## src/design/clwq_pkg.sv

```systemverilog
// ----------------------------------------------------------------------------
// Concurrency limiter package
// Shared constants, result action codes and the controller command type.
// ----------------------------------------------------------------------------
package clwq_pkg;

    localparam int DEF_QUEUE_DEPTH = 64;
    localparam int DEF_TAG_WIDTH   = 8;
    localparam int ACTIVE_WIDTH    = 16;
    localparam int LIMIT_WIDTH     = 17;
    localparam int ACTION_WIDTH    = 2;

    localparam logic [ACTION_WIDTH-1:0] ACT_GRANT   = 2'd0;
    localparam logic [ACTION_WIDTH-1:0] ACT_CANCEL  = 2'd1;
    localparam logic [ACTION_WIDTH-1:0] ACT_QUEUED  = 2'd2;
    localparam logic [ACTION_WIDTH-1:0] ACT_NOTHING = 2'd3;

    typedef struct packed {
        logic capture;
        logic commit;
    } clwq_cmd_t;

endpackage

```

## src/design/clwq_if.sv

```systemverilog
// ----------------------------------------------------------------------------
// Concurrency limiter channel interfaces
// Request channel and result channel, each with valid, ready and payload.
// ----------------------------------------------------------------------------
interface clwq_req_if #(
    parameter int TAG_WIDTH = clwq_pkg::DEF_TAG_WIDTH
);
    logic                 valid;
    logic                 ready;
    logic                 mode;
    logic [TAG_WIDTH-1:0] request_tag;

    modport source (output valid, output mode, output request_tag, input ready);
    modport sink   (input valid, input mode, input request_tag, output ready);
endinterface

interface clwq_rsp_if #(
    parameter int TAG_WIDTH   = clwq_pkg::DEF_TAG_WIDTH,
    parameter int COUNT_WIDTH = $clog2(clwq_pkg::DEF_QUEUE_DEPTH + 1)
);
    logic                                 valid;
    logic                                 ready;
    logic [clwq_pkg::ACTION_WIDTH-1:0]    action;
    logic [TAG_WIDTH-1:0]                 result_tag;
    logic                                 overflow;
    logic [clwq_pkg::ACTIVE_WIDTH-1:0]    active_now;
    logic [COUNT_WIDTH-1:0]               waiting_now;

    modport source (output valid, output action, output result_tag, output overflow,
                    output active_now, output waiting_now, input ready);
    modport sink   (input valid, input action, input result_tag, input overflow,
                    input active_now, input waiting_now, output ready);
endinterface

```

## src/design/concurrency_limiter_with_wait_queue_unit.sv

```systemverilog
// ----------------------------------------------------------------------------
// Concurrency limiter with wait queue
// Counting semaphore that grants, queues or cancels tagged requests.
// ----------------------------------------------------------------------------
// Each item is accepted in the idle state, while the head of the wait queue
// memory is read into its output register; the decision, counter update and
// queue push or pop happen afterwards, in the execute state. The
// result sits in an output register, so the next item is accepted as soon as
// the decision is made, even while the previous result is still waiting to be
// taken; the decision for that next item then waits until the previous result
// has been taken. The limit register may be written at any time the block is
// idle.
module concurrency_limiter_with_wait_queue_unit #(
    parameter int QUEUE_DEPTH = clwq_pkg::DEF_QUEUE_DEPTH,
    parameter int TAG_WIDTH   = clwq_pkg::DEF_TAG_WIDTH
) (
    input  logic                             clk,
    input  logic                             rst_n,
    input  logic                             cfg_wr_en,
    input  logic [clwq_pkg::LIMIT_WIDTH-1:0] cfg_wr_data,
    clwq_req_if.sink                         req,
    clwq_rsp_if.source                       rsp
);

    localparam int COUNT_WIDTH = $clog2(QUEUE_DEPTH + 1);

    clwq_pkg::clwq_cmd_t cmd;
    logic                in_ready;
    logic                out_valid;

    assign req.ready = in_ready;
    assign rsp.valid = out_valid;

    clwq_ctrl u_ctrl (
        .clk       (clk),
        .rst_n     (rst_n),
        .in_valid  (req.valid),
        .in_ready  (in_ready),
        .out_valid (out_valid),
        .out_ready (rsp.ready),
        .cmd       (cmd)
    );

    clwq_dp #(
        .QUEUE_DEPTH (QUEUE_DEPTH),
        .TAG_WIDTH   (TAG_WIDTH),
        .COUNT_WIDTH (COUNT_WIDTH)
    ) u_dp (
        .clk         (clk),
        .rst_n       (rst_n),
        .cmd         (cmd),
        .cfg_wr_en   (cfg_wr_en),
        .cfg_wr_data (cfg_wr_data),
        .in_mode     (req.mode),
        .in_tag      (req.request_tag),
        .action      (rsp.action),
        .result_tag  (rsp.result_tag),
        .overflow    (rsp.overflow),
        .active_now  (rsp.active_now),
        .waiting_now (rsp.waiting_now)
    );

endmodule

```

## src/design/clwq_ctrl.sv

```systemverilog
// ----------------------------------------------------------------------------
// Concurrency limiter controller
// Two-state sequencer for the input handshake and the result register valid.
// ----------------------------------------------------------------------------
module clwq_ctrl (
    input  logic                clk,
    input  logic                rst_n,
    input  logic                in_valid,
    output logic                in_ready,
    output logic                out_valid,
    input  logic                out_ready,
    output clwq_pkg::clwq_cmd_t cmd
);

    localparam logic S_IDLE = 1'b0;
    localparam logic S_EXEC = 1'b1;

    logic state_reg;
    logic state_next;
    logic out_valid_reg;
    logic out_valid_next;
    logic out_free;

    assign in_ready    = (state_reg == S_IDLE);
    assign out_valid   = out_valid_reg;
    assign out_free    = !out_valid_reg || out_ready;
    assign cmd.capture = in_valid && in_ready;
    assign cmd.commit  = (state_reg == S_EXEC) && out_free;

    always_comb
    begin
        state_next     = state_reg;
        out_valid_next = out_valid_reg && !out_ready;
        case (state_reg)
            S_IDLE:
            begin
                if (cmd.capture)
                begin
                    state_next = S_EXEC;
                end
            end
            S_EXEC:
            begin
                if (cmd.commit)
                begin
                    state_next     = S_IDLE;
                    out_valid_next = 1'b1;
                end
            end
            default:
            begin
                state_next = S_IDLE;
            end
        endcase
    end

    always_ff @(posedge clk or negedge rst_n)
    begin
        if (!rst_n)
        begin
            state_reg     <= S_IDLE;
            out_valid_reg <= 1'b0;
        end
        else
        begin
            state_reg     <= state_next;
            out_valid_reg <= out_valid_next;
        end
    end

endmodule

```

## src/design/clwq_dp.sv

```systemverilog
// ----------------------------------------------------------------------------
// Concurrency limiter datapath
// Limit register, active counter, wait queue memory and result registers.
// ----------------------------------------------------------------------------
module clwq_dp #(
    parameter int QUEUE_DEPTH = clwq_pkg::DEF_QUEUE_DEPTH,
    parameter int TAG_WIDTH   = clwq_pkg::DEF_TAG_WIDTH,
    parameter int COUNT_WIDTH = $clog2(QUEUE_DEPTH + 1)
) (
    input  logic                                 clk,
    input  logic                                 rst_n,
    input  clwq_pkg::clwq_cmd_t                  cmd,
    input  logic                                 cfg_wr_en,
    input  logic [clwq_pkg::LIMIT_WIDTH-1:0]     cfg_wr_data,
    input  logic                                 in_mode,
    input  logic [TAG_WIDTH-1:0]                 in_tag,
    output logic [clwq_pkg::ACTION_WIDTH-1:0]    action,
    output logic [TAG_WIDTH-1:0]                 result_tag,
    output logic                                 overflow,
    output logic [clwq_pkg::ACTIVE_WIDTH-1:0]    active_now,
    output logic [COUNT_WIDTH-1:0]               waiting_now
);

    localparam int PTR_WIDTH = $clog2(QUEUE_DEPTH);
    localparam int AW        = clwq_pkg::ACTIVE_WIDTH;

    logic [TAG_WIDTH-1:0] wait_mem [QUEUE_DEPTH];

    logic [clwq_pkg::LIMIT_WIDTH-1:0]  max_active_reg;
    logic [AW-1:0]                     active_reg;
    logic [AW-1:0]                     active_next;
    logic [PTR_WIDTH-1:0]              head_reg;
    logic [PTR_WIDTH-1:0]              head_next;
    logic [PTR_WIDTH-1:0]              tail_reg;
    logic [PTR_WIDTH-1:0]              tail_next;
    logic [COUNT_WIDTH-1:0]            count_reg;
    logic [COUNT_WIDTH-1:0]            count_next;
    logic                              mode_reg;
    logic [TAG_WIDTH-1:0]              tag_reg;
    logic [TAG_WIDTH-1:0]              head_data_reg;

    logic [clwq_pkg::ACTION_WIDTH-1:0] action_reg;
    logic [clwq_pkg::ACTION_WIDTH-1:0] action_next;
    logic [TAG_WIDTH-1:0]              rtag_reg;
    logic [TAG_WIDTH-1:0]              rtag_next;
    logic                              ovf_reg;
    logic                              ovf_next;
    logic [AW-1:0]                     active_now_reg;
    logic [COUNT_WIDTH-1:0]            waiting_now_reg;

    logic          push;
    logic          unlimited;
    logic          limit_zero;
    logic          slot_free;
    logic          queue_full;
    logic [AW-1:0] active_dec;

    assign unlimited  = max_active_reg[clwq_pkg::LIMIT_WIDTH-1];
    assign limit_zero = (max_active_reg == '0);
    assign slot_free  = (active_reg < max_active_reg[AW-1:0]);
    assign queue_full = (count_reg == COUNT_WIDTH'(QUEUE_DEPTH));
    assign active_dec = (active_reg != '0) ? (active_reg - AW'(1)) : active_reg;

    always_comb
    begin
        active_next = active_reg;
        head_next   = head_reg;
        tail_next   = tail_reg;
        count_next  = count_reg;
        push        = 1'b0;
        action_next = clwq_pkg::ACT_NOTHING;
        rtag_next   = '0;
        ovf_next    = 1'b0;
        if (!mode_reg)
        begin
            rtag_next = tag_reg;
            if (limit_zero)
            begin
                action_next = clwq_pkg::ACT_CANCEL;
            end
            else if (unlimited || slot_free)
            begin
                action_next = clwq_pkg::ACT_GRANT;
                if (active_reg != '1)
                begin
                    active_next = active_reg + AW'(1);
                end
            end
            else if (queue_full)
            begin
                action_next = clwq_pkg::ACT_CANCEL;
                ovf_next    = 1'b1;
            end
            else
            begin
                action_next = clwq_pkg::ACT_QUEUED;
                push        = 1'b1;
                count_next  = count_reg + COUNT_WIDTH'(1);
                tail_next   = (tail_reg == PTR_WIDTH'(QUEUE_DEPTH - 1)) ?
                              '0 : tail_reg + PTR_WIDTH'(1);
            end
        end
        else
        begin
            active_next = active_dec;
            if (count_reg != '0)
            begin
                action_next = clwq_pkg::ACT_GRANT;
                rtag_next   = head_data_reg;
                count_next  = count_reg - COUNT_WIDTH'(1);
                head_next   = (head_reg == PTR_WIDTH'(QUEUE_DEPTH - 1)) ?
                              '0 : head_reg + PTR_WIDTH'(1);
                active_next = active_dec + AW'(1);
            end
        end
    end

    always_ff @(posedge clk)
    begin
        head_data_reg <= wait_mem[head_reg];
        if (cmd.commit && push)
        begin
            wait_mem[tail_reg] <= tag_reg;
        end
    end

    always_ff @(posedge clk)
    begin
        if (cmd.capture)
        begin
            mode_reg <= in_mode;
            tag_reg  <= in_tag;
        end
        if (cmd.commit)
        begin
            action_reg      <= action_next;
            rtag_reg        <= rtag_next;
            ovf_reg         <= ovf_next;
            active_now_reg  <= active_next;
            waiting_now_reg <= count_next;
        end
    end

    always_ff @(posedge clk or negedge rst_n)
    begin
        if (!rst_n)
        begin
            max_active_reg <= '1;
            active_reg     <= '0;
            head_reg       <= '0;
            tail_reg       <= '0;
            count_reg      <= '0;
        end
        else
        begin
            if (cfg_wr_en)
            begin
                max_active_reg <= cfg_wr_data;
            end
            if (cmd.commit)
            begin
                active_reg <= active_next;
                head_reg   <= head_next;
                tail_reg   <= tail_next;
                count_reg  <= count_next;
            end
        end
    end

    assign action      = action_reg;
    assign result_tag  = rtag_reg;
    assign overflow    = ovf_reg;
    assign active_now  = active_now_reg;
    assign waiting_now = waiting_now_reg;

endmodule
```

## src/flat_wrapper.sv

```systemverilog
// flat-port wrapper written by rule: the top's interface ports become plain ports
module concurrency_limiter_with_wait_queue_unit_flat 
#(
    parameter int QUEUE_DEPTH = clwq_pkg::DEF_QUEUE_DEPTH,
    parameter int TAG_WIDTH   = clwq_pkg::DEF_TAG_WIDTH
)
  (clk, rst_n, cfg_wr_en, cfg_wr_data, req_valid, req_mode, req_request_tag, req_ready, rsp_valid, rsp_action, rsp_result_tag, rsp_overflow, rsp_active_now, rsp_waiting_now, rsp_ready);
  clwq_req_if #(.TAG_WIDTH(TAG_WIDTH)) req_i ();
  clwq_rsp_if #(.TAG_WIDTH(TAG_WIDTH)) rsp_i ();
  input  logic clk;
  input  logic rst_n;
  input  logic cfg_wr_en;
  input  logic [clwq_pkg::LIMIT_WIDTH-1:0] cfg_wr_data;
  input wire logic [$bits(req_i.valid)-1:0] req_valid;
  input wire logic [$bits(req_i.mode)-1:0] req_mode;
  input wire logic [$bits(req_i.request_tag)-1:0] req_request_tag;
  output wire logic [$bits(req_i.ready)-1:0] req_ready;
  output wire logic [$bits(rsp_i.valid)-1:0] rsp_valid;
  output wire logic [$bits(rsp_i.action)-1:0] rsp_action;
  output wire logic [$bits(rsp_i.result_tag)-1:0] rsp_result_tag;
  output wire logic [$bits(rsp_i.overflow)-1:0] rsp_overflow;
  output wire logic [$bits(rsp_i.active_now)-1:0] rsp_active_now;
  output wire logic [$bits(rsp_i.waiting_now)-1:0] rsp_waiting_now;
  input wire logic [$bits(rsp_i.ready)-1:0] rsp_ready;
  assign req_i.valid = req_valid;
  assign req_i.mode = req_mode;
  assign req_i.request_tag = req_request_tag;
  assign req_ready = req_i.ready;
  assign rsp_valid = rsp_i.valid;
  assign rsp_action = rsp_i.action;
  assign rsp_result_tag = rsp_i.result_tag;
  assign rsp_overflow = rsp_i.overflow;
  assign rsp_active_now = rsp_i.active_now;
  assign rsp_waiting_now = rsp_i.waiting_now;
  assign rsp_i.ready = rsp_ready;
  concurrency_limiter_with_wait_queue_unit #(.QUEUE_DEPTH(QUEUE_DEPTH), .TAG_WIDTH(TAG_WIDTH)) u_core (.clk(clk), .rst_n(rst_n), .cfg_wr_en(cfg_wr_en), .cfg_wr_data(cfg_wr_data), .req(req_i), .rsp(rsp_i));
endmodule
```

## config.mk

```make
export PLATFORM = sky130hd
export DESIGN_NAME = concurrency_limiter_with_wait_queue_unit_flat
export DESIGN_NICKNAME = d
export VERILOG_FILES = /design/src/design/clwq_pkg.sv /design/src/design/clwq_if.sv /design/src/design/concurrency_limiter_with_wait_queue_unit.sv /design/src/design/clwq_ctrl.sv /design/src/design/clwq_dp.sv /design/src/flat_wrapper.sv
export SDC_FILE = /design/constraint.sdc
export NUM_CORES = 1
export LEC_CHECK = 0
export ABC_AREA = 1
export BUFFER_PORTS_ARGS = -buffer_cell sky130_fd_sc_hd__buf_4
export CORE_AREA = 2 2 182 274
export CTS_CLUSTER_SIZE = 28
export DETAILED_ROUTE_END_ITERATION = 12
export DIE_AREA = 0 0 184 276
export HOLD_SLACK_MARGIN = 0.12
export PLACE_DENSITY = 0.73
export SLEW_MARGIN = 5
export SYNTH_ARGS = -nofsm -noshare
export SYNTH_HDL_FRONTEND = slang
export SYNTH_SLANG_ARGS = --single-unit
```

## constraint.sdc

```tcl
create_clock -name clk -period 2.7 [get_ports clk]
set_input_delay 0.54 -clock clk [delete_from_list [all_inputs] [get_ports clk]]
set_output_delay 0.54 -clock clk [all_outputs]
set_load 0.1 [all_outputs]
```

==> results_dict.tcl, run 1 <==
set metrics [dict create \
    outcome "complete, but fails checks" \
    violations "setup timing" \
    ys.flop_type "sky130_fd_sc_hd__edfxtp_1" \
    syn_nets 2399 \
    type_of_the_worst_setup_path "register to register" \
    synth-edff-count 555 \
    routability_driven_placement_congestion_ratio 0.945 \
    grt_util_met2 0.523 \
    netlist_area_um2 26400 \
    r2r_setup_slack_ps -100 \
    final_antenna_net_count 0 \
    drt_pre_antenna_iters 6 \
    maxCapViolCount 0 \
    leakage_uw 0.0115 \
    cts_htree_levels 2 \
    setup-violations-final 308 \
    cp_data_required_time_ps 2990 \
    timing.final.crit_period_ps 2800 \
    holdPathStages 3 \
    area_of_the_multi_input_gates_um2 8100 \
    fin_skew_ps 27.2 \
    yosysSeqAreaShare 0.689 \
    largest_register_ffs 512 \
    die-width_um 184 \
    power_density_nw_per_um2 1080 \
    worst_slack_ps -98.5 \
    track_usage 0.302 \
    floorplan.io_pins 67 \
    synth_cells 2344 \
    crit_path_end_kind "register" \
    tritoncts "yes" \
    clock-sinks 617 \
    worst_hold_path_type "primary input to register" \
    dp_cells 3081 \
    drt_iter0_markers 2101 \
    finalSetupTns_ps -8510 \
    worst_setup_hold_path_clk_slew_ps 60 \
    cp-startpoint "u_core.u_dp.max_active_reg[3]" \
    ys_async_sr_fraction 0.0875 \
    holdPathEnd "u_core.u_dp.max_active_reg[9]" \
    gr-usage-met1 0.331 \
    route.detailed.wl_per_inst_um 24.2 \
    critical_path_arrival_ps 3090 \
    peakVddDrop_v 0.000888 \
    grt_setup_unrepaired "true" \
    relSlewSlack 0.362 \
    synth_top_cells_by_count "555 x sky130_fd_sc_hd__edfxtp_1, 389 x sky130_fd_sc_hd__nor2_1, 373 x sky130_fd_sc_hd__nand2_1, 306 x sky130_fd_sc_hd__o21ai_0, 127 x sky130_fd_sc_hd__nand3_1" \
    via_per_inst 6.19 \
    fraction_of_final_layout_cells_with_drive_strength_greater_than_1 0.210 \
    grt-ovfl-total 0 \
    achievable-frequency_mhz 357 \
    synthDominantCellAreaShare 0.631 \
    first_global_vias 19700 \
    port-buffer-count 66 \
    synth.avg_cell_area_um2 11.3 \
    startpoint_type "register" \
    use_met3 0.0504 \
    num_rows 99 \
    synthTopCellsByArea "sky130_fd_sc_hd__edfxtp_1 63%, sky130_fd_sc_hd__o21ai_0 5.8%, sky130_fd_sc_hd__nor2_1 5.5%" \
    grt_first_pass_wirelength_um 114000 \
    final_cells 3210 \
    clk_latency_ps 610 \
    largest_net_degree_at_the_start_of_global_routing 101 \
    layout.filler_cells 3388 \
    biggest_fanout_along_the_worst_timing_path 8 \
    grt_most_used_layer "met2" \
    insertedDiodeCount 0 \
    floorplan.die_area_um2 50800 \
    yosysMostFrequentCell "sky130_fd_sc_hd__edfxtp_1" \
    routed-via-count 19900 \
    synthDistinctLibCells 42 \
    yosys_warnings 0 \
    count_of_final_hold_check_violations 0 \
    antenna_found_initial 1 \
    synthToLayoutAreaGrowth_pct 21.7 \
    cts-buffers-inserted 54 \
    cts.root.buffer_cell "sky130_fd_sc_hd__clkbuf_16" \
    sequential_cell_area_um2 18200 \
    hpwl_um 50200 \
    regToRegEndpoint "u_core.u_dp.wait_mem[23][1]" \
    drc 0 \
    wl_um 77500 \
    design.core.area_um2 48300 \
    hold_path.startpoint "cfg_wr_data[9]" \
    finalCritPeriodShare 1.04 \
    timing.final.max_slew_violations 0 \
    die_span_in_y_um 276 \
    floorplan.initialDensity 0.546 \
    crit-reg2reg-launch "u_core.u_dp.max_active_reg[3]" \
    finish.net_count 2614 \
    transition_time_at_the_pin_with_the_least_slew_margin_ps 954 \
    synth_seq_cells 617 \
    hold_ws_ps 154 \
    ctsLongestPathBuffers 3 \
    synth_largest_area_cell "sky130_fd_sc_hd__edfxtp_1" \
    worstRegToRegCells 18 \
]
[final cells by class]
| class | count | share of cell area |
|---|---|---|
| sequential | 617 | 0.567 |
| multi-input combinational | 1495 | 0.252 |
| timing repair buffer | 292 | 0.0879 |
| clock buffer | 62 | 0.0437 |
| tap | 606 | 0.0236 |
| clock inverter | 39 | 0.0139 |
| inverter | 99 | 0.0119 |
[cells in the final DEF, fill, tap and decap left out, types with 51 or more instances in the layout]
cell,instances
sky130_fd_sc_hd__edfxtp_1,555
sky130_fd_sc_hd__nand2_1,356
sky130_fd_sc_hd__nor2_1,312
sky130_fd_sc_hd__o21ai_0,304
sky130_fd_sc_hd__buf_4,190
sky130_fd_sc_hd__nand3_1,121
sky130_fd_sc_hd__o22ai_1,77
sky130_fd_sc_hd__inv_1,73
sky130_fd_sc_hd__nor2_4,63
sky130_fd_sc_hd__buf_6,62
sky130_fd_sc_hd__clkbuf_16,55
sky130_fd_sc_hd__o221ai_1,51
[kinds of logic after synthesis]
logic type                 after synthesis  share of synthesized area
AOI/OAI and AO/OA                      486                      0.106
DFF                                    617                      0.689
and+or+nand+nor                        965                      0.152
buffers and inverters                  233                     0.0343
adders and majority gates               24                     0.0114
xor gates and xnor gates                19                    0.00630
[power breakdown]
part           internal [µW]  switching [µW]
Clock                   4550            3520
Combinational           4160           10400
Sequential             11500             677
Total                  20200           14600
[how the worst max path moves through the flow]
stage	to	cells past startpoint
final	u_core.u_dp.wait_mem[23][1]	18
after global routing	u_core.u_dp.wait_mem[19][3]	14
after CTS	u_core.u_dp.wait_mem[22][5]	15
after detailed placement	u_core.u_dp.active_now[10]	18
after global placement	u_core.u_dp.active_now[10]	18
after floorplan	u_core.u_dp.wait_mem[23][0]	14
[repair_timing]
item                                    CTS  global route
hold buffers                             10             0
gates cloned                              1             0
pin swaps                                19            20
endpoints found under the hold margin    46             0
gates resized for setup                 117           141
buffers inserted                          5            12
endpoints found under the setup margin  518           549
[worst max-delay path, cell delays in order, from the launching register on]
cell	delay, ps
sky130_fd_sc_hd__dfstp_2	540
sky130_fd_sc_hd__inv_2	50
sky130_fd_sc_hd__ha_4	260
sky130_fd_sc_hd__nand2_1	40
sky130_fd_sc_hd__inv_1	40
sky130_fd_sc_hd__nand2_1	40
sky130_fd_sc_hd__nand2_1	60
sky130_fd_sc_hd__nand2_1	60
sky130_fd_sc_hd__nand2_1	60
sky130_fd_sc_hd__nand2_1	60
sky130_fd_sc_hd__nand2_2	100
sky130_fd_sc_hd__nand2_4	60
sky130_fd_sc_hd__nor2_4	130
sky130_fd_sc_hd__nand3_4	130
sky130_fd_sc_hd__nor2_4	210
sky130_fd_sc_hd__buf_6	150
sky130_fd_sc_hd__nand2_8	120
sky130_fd_sc_hd__nor2_1	150
sky130_fd_sc_hd__buf_4	210
[per-layer routing]
metal,up-vias,routed length [µm]
li1,8826,-
met1,9533,25700
met2,1177,39300
met3,320,6440
met4,0,6110
met5,-,0
[metrics by stage]
stage               setup WS [ps]  utilization  area [µm²]  power, µW
floorplan                    -148            -       26500      20700
global placement             -185        0.601       29000      25700
detailed placement           -213        0.601       29000      25900
CTS                         -72.5        0.653       31500      34100
global route                 -210        0.665       32100      36200
finish                      -98.5        0.665       32100      34800
No activity file was read; power rests on OpenSTA's default activity.
==> inputs of run 2 (changes only) <==
- CORE_AREA: 2 2 182 274 -> 2 2 183 275
- DIE_AREA: 0 0 184 276 -> 0 0 185 277
- PLACE_DENSITY: 0.73 -> 0.72
- SETUP_SLACK_MARGIN: default -> 0.05
- SYNTH_HIERARCHICAL: default -> 1
==> run 2 against run 1 <==
Against the previous run:
- the run still ends with setup timing left
- critical path depth is 3 lower
- fmax increased by 1.8%
- synthesized cell count grew 1.3%
- setup slack better by 48 ps
- sequential power down 4%
- combinational power fell by 12%
- final cell count grew 3.2%
- sequential share of layout area decreased by 0.60 points
- core utilization fell by 0.32 points
- via count barely moved
- power fell by 6.7%
- routed wire length increased by 2.4%
- largest cell class unchanged
==> results_dict.tcl, run 2 <==
set metrics [dict create \
    tritoncts "yes" \
    grt_most_used_layer "met2" \
    floorplan.io_pins 67 \
    die_span_in_y_um 277 \
    drc 0 \
    synthTopCellsByArea "sky130_fd_sc_hd__edfxtp_1 63%, sky130_fd_sc_hd__o21ai_0 5.9%, sky130_fd_sc_hd__nor2_1 5.4%" \
    routability_driven_placement_congestion_ratio 0.975 \
    timing.final.crit_period_ps 2750 \
    clock-sinks 617 \
    insertedDiodeCount 0 \
    antenna_found_initial 0 \
    design.core.area_um2 49000 \
    achievable-frequency_mhz 364 \
    timing.final.max_slew_violations 0 \
    holdPathStages 3 \
    use_met3 0.0541 \
    grt_util_met2 0.538 \
    via_per_inst 6.00 \
    yosysMostFrequentCell "sky130_fd_sc_hd__edfxtp_1" \
    layout.filler_cells 3615 \
    regToRegEndpoint "u_core/u_dp/wait_mem[45][6]" \
    synth_cells 2375 \
    final_antenna_net_count 0 \
    violations "setup timing" \
    synth-edff-count 555 \
    gr-usage-met1 0.337 \
    timing.critical_path.cells "buf_4 -> ha_1 -> nand2_1 -> nor3_2 -> nand2_1 -> nand2_2 -> nand2_4 -> nor2_8 -> nand3_4 -> nor2_4 -> buf_12 -> buf_12 -> nand2_8 -> nor2_4 -> buf_6" \
    finalCritPeriodShare 1.02 \
    synth.avg_cell_area_um2 11.2 \
    synth_seq_cells 617 \
    fin_skew_ps 26.3 \
    grt-ovfl-total 0 \
    synthDominantCellAreaShare 0.626 \
    cts-buffers-inserted 54 \
    cp_data_required_time_ps 3010 \
    floorplan.die_area_um2 51200 \
    biggest_fanout_along_the_worst_timing_path 8 \
    worst_hold_path_type "primary input to register" \
    post-layout-total-power_uw 32500 \
    crit-reg2reg-launch "u_core/u_dp/active_reg[10]" \
    port-buffer-count 66 \
    cp_slowest_cell "sky130_fd_sc_hd__dfrtp_2" \
    leakage_uw 0.0116 \
    sequential_cell_area_um2 18200 \
    cts.root.buffer_cell "sky130_fd_sc_hd__clkbuf_16" \
    floorplan.initialDensity 0.543 \
    worstRegToRegCells 15 \
    wl_um 79400 \
    cts_htree_levels 2 \
    transition_time_at_the_pin_with_the_least_slew_margin_ps 1200 \
    worst_slack_ps -50.2 \
    largest_net_degree_at_the_start_of_global_routing 130 \
    drt_iter0_markers 2084 \
    final_util 0.662 \
    holdPathEnd "u_core/u_ctrl/state_reg" \
    ys.flop_type "sky130_fd_sc_hd__edfxtp_1" \
    route.detailed.wl_per_inst_um 24.0 \
    largest_register_ffs 512 \
    r2r_setup_slack_ps -50 \
    peakVddDrop_v 0.000570 \
    final_common_cell "sky130_fd_sc_hd__edfxtp_1" \
    worst_setup_hold_path_clk_slew_ps 70 \
    netlist_area_um2 26600 \
    synth_top_cells_by_count "555 x sky130_fd_sc_hd__edfxtp_1, 383 x sky130_fd_sc_hd__nor2_1, 361 x sky130_fd_sc_hd__nand2_1, 312 x sky130_fd_sc_hd__o21ai_0, 144 x sky130_fd_sc_hd__nand3_1" \
    startpoint_type "register" \
    ys_async_sr_fraction 0.0875 \
    synthDistinctLibCells 45 \
    crit_path_end_kind "register" \
    outcome "complete, but fails checks" \
    grt_first_pass_wirelength_um 117000 \
    yosys_warnings 6 \
    num_rows 100 \
    yosysSeqAreaShare 0.684 \
    finish.net_count 2659 \
    maxCapViolCount 0 \
    type_of_the_worst_setup_path "register to register" \
    hpwl_um 52400 \
    power_density_nw_per_um2 1000 \
    clk_latency_ps 610 \
    track_usage 0.310 \
    first_global_vias 19600 \
    fraction_of_final_layout_cells_with_drive_strength_greater_than_1 0.219 \
    relSlewSlack 0.198 \
    synth_largest_area_cell "sky130_fd_sc_hd__edfxtp_1" \
    routed-via-count 19900 \
    area_of_the_multi_input_gates_um2 8290 \
    syn_nets 2430 \
    setup-violations-final 298 \
    grt_setup_unrepaired "true" \
    layout.cells.most_common_list "555 x sky130_fd_sc_hd__edfxtp_1, 345 x sky130_fd_sc_hd__nand2_1, 307 x sky130_fd_sc_hd__nor2_1" \
    cpPeakStageDelay_ps 470 \
    synthToLayoutAreaGrowth_pct 22.0 \
    die-width_um 185 \
    ctsLongestPathBuffers 3 \
    drt_pre_antenna_iters 6 \
    count_of_final_hold_check_violations 0 \
    hold_path.startpoint "req_valid" \
    critical_path_arrival_ps 3060 \
]
## run 2: timing repair
action	4_1_cts	5_1_grt
hold endpoints to repair	46	0
hold buffers	10	0
endpoints found under the setup margin	527	549
pin swaps	7	36
resized for setup	84	206
cloned	0	1
buffers inserted	2	12
## run 2: cell families after synthesis
logic type / after synthesis / synth area share
adder cells (fa/ha/maj): 24 / 0.0113
multiplexers: 1 / 0.000423
flip-flops: 617 / 0.684
buffers and inverters: 250 / 0.0377
XOR/XNOR: 8 / 0.00263
AO/OA/AOI/OAI: 501 / 0.108
AND/OR/NAND/NOR: 974 / 0.156
## run 2: worst max path at each step
stage / endpoint / from / cells after the start / slack (ps)
after floorplan: u_core/u_dp/wait_mem[19][0] / u_core/u_ctrl/out_valid / 6 / -100
after global placement: u_core/u_dp/active_now[6] / u_core/u_dp/active_reg[8] / 14 / -140
after detailed placement: u_core/u_dp/active_now[6] / u_core/u_dp/active_reg[10] / 14 / -220
after CTS: u_core/u_dp/wait_mem[51][3] / u_core/u_dp/max_active_reg[15] / 16 / -20
after global routing: u_core/u_dp/wait_mem[45][7] / u_core/u_dp/max_active_reg[14] / 17 / -180
final: u_core/u_dp/wait_mem[45][6] / u_core/u_dp/active_reg[10] / 15 / -50
## run 2: area by class of cell
class | count | area share
inverter | 114 | 0.0134
multi-input combinational | 1509 | 0.255
clock buffer | 65 | 0.0441
tap | 663 | 0.0256
clock inverter | 37 | 0.0128
timing repair buffer | 308 | 0.0878
sequential | 617 | 0.561
## run 2: metal layers
metal | wire length, µm | share of wire | vias up
met5 | 0 | 0 | -
met4 | 6760 | 0.085 | 0
met3 | 5910 | 0.074 | 302
met2 | 40400 | 0.51 | 1042
met1 | 26300 | 0.33 | 9561
li1 | - | - | 8965
## run 2: per-stage QoR
step,hold slack (ps),setup TNS (ps),std cells,setup slack [ps],instance area (µm²)
after global placement,491,-11380,3186,-140,29300
after floorplan,244,-45320,2375,-100,26600
final,153,-4610,3313,-50.2,32500
after detailed placement,501,-30560,3186,-224,29300
after CTS,138,-1340,3300,-24.7,31600
after global routing,152,-72320,3313,-183,32500
## run 2: power breakdown
| part | switching (µW) | internal, µW | total (µW) |
|---|---|---|---|
| sequential | 510 | 11000 | 11600 |
| combinational | 8830 | 4120 | 12900 |
| clock | 3430 | 4570 | 7990 |
| total | 12800 | 19700 | 32500 |
## run 2: worst max-delay path, delay by kind of cell, from the launching register on
family	cells	cell delay (ps)
simple gates	10	1120
buf+inv	4	600
flops	1	470
fa+ha+maj	1	260
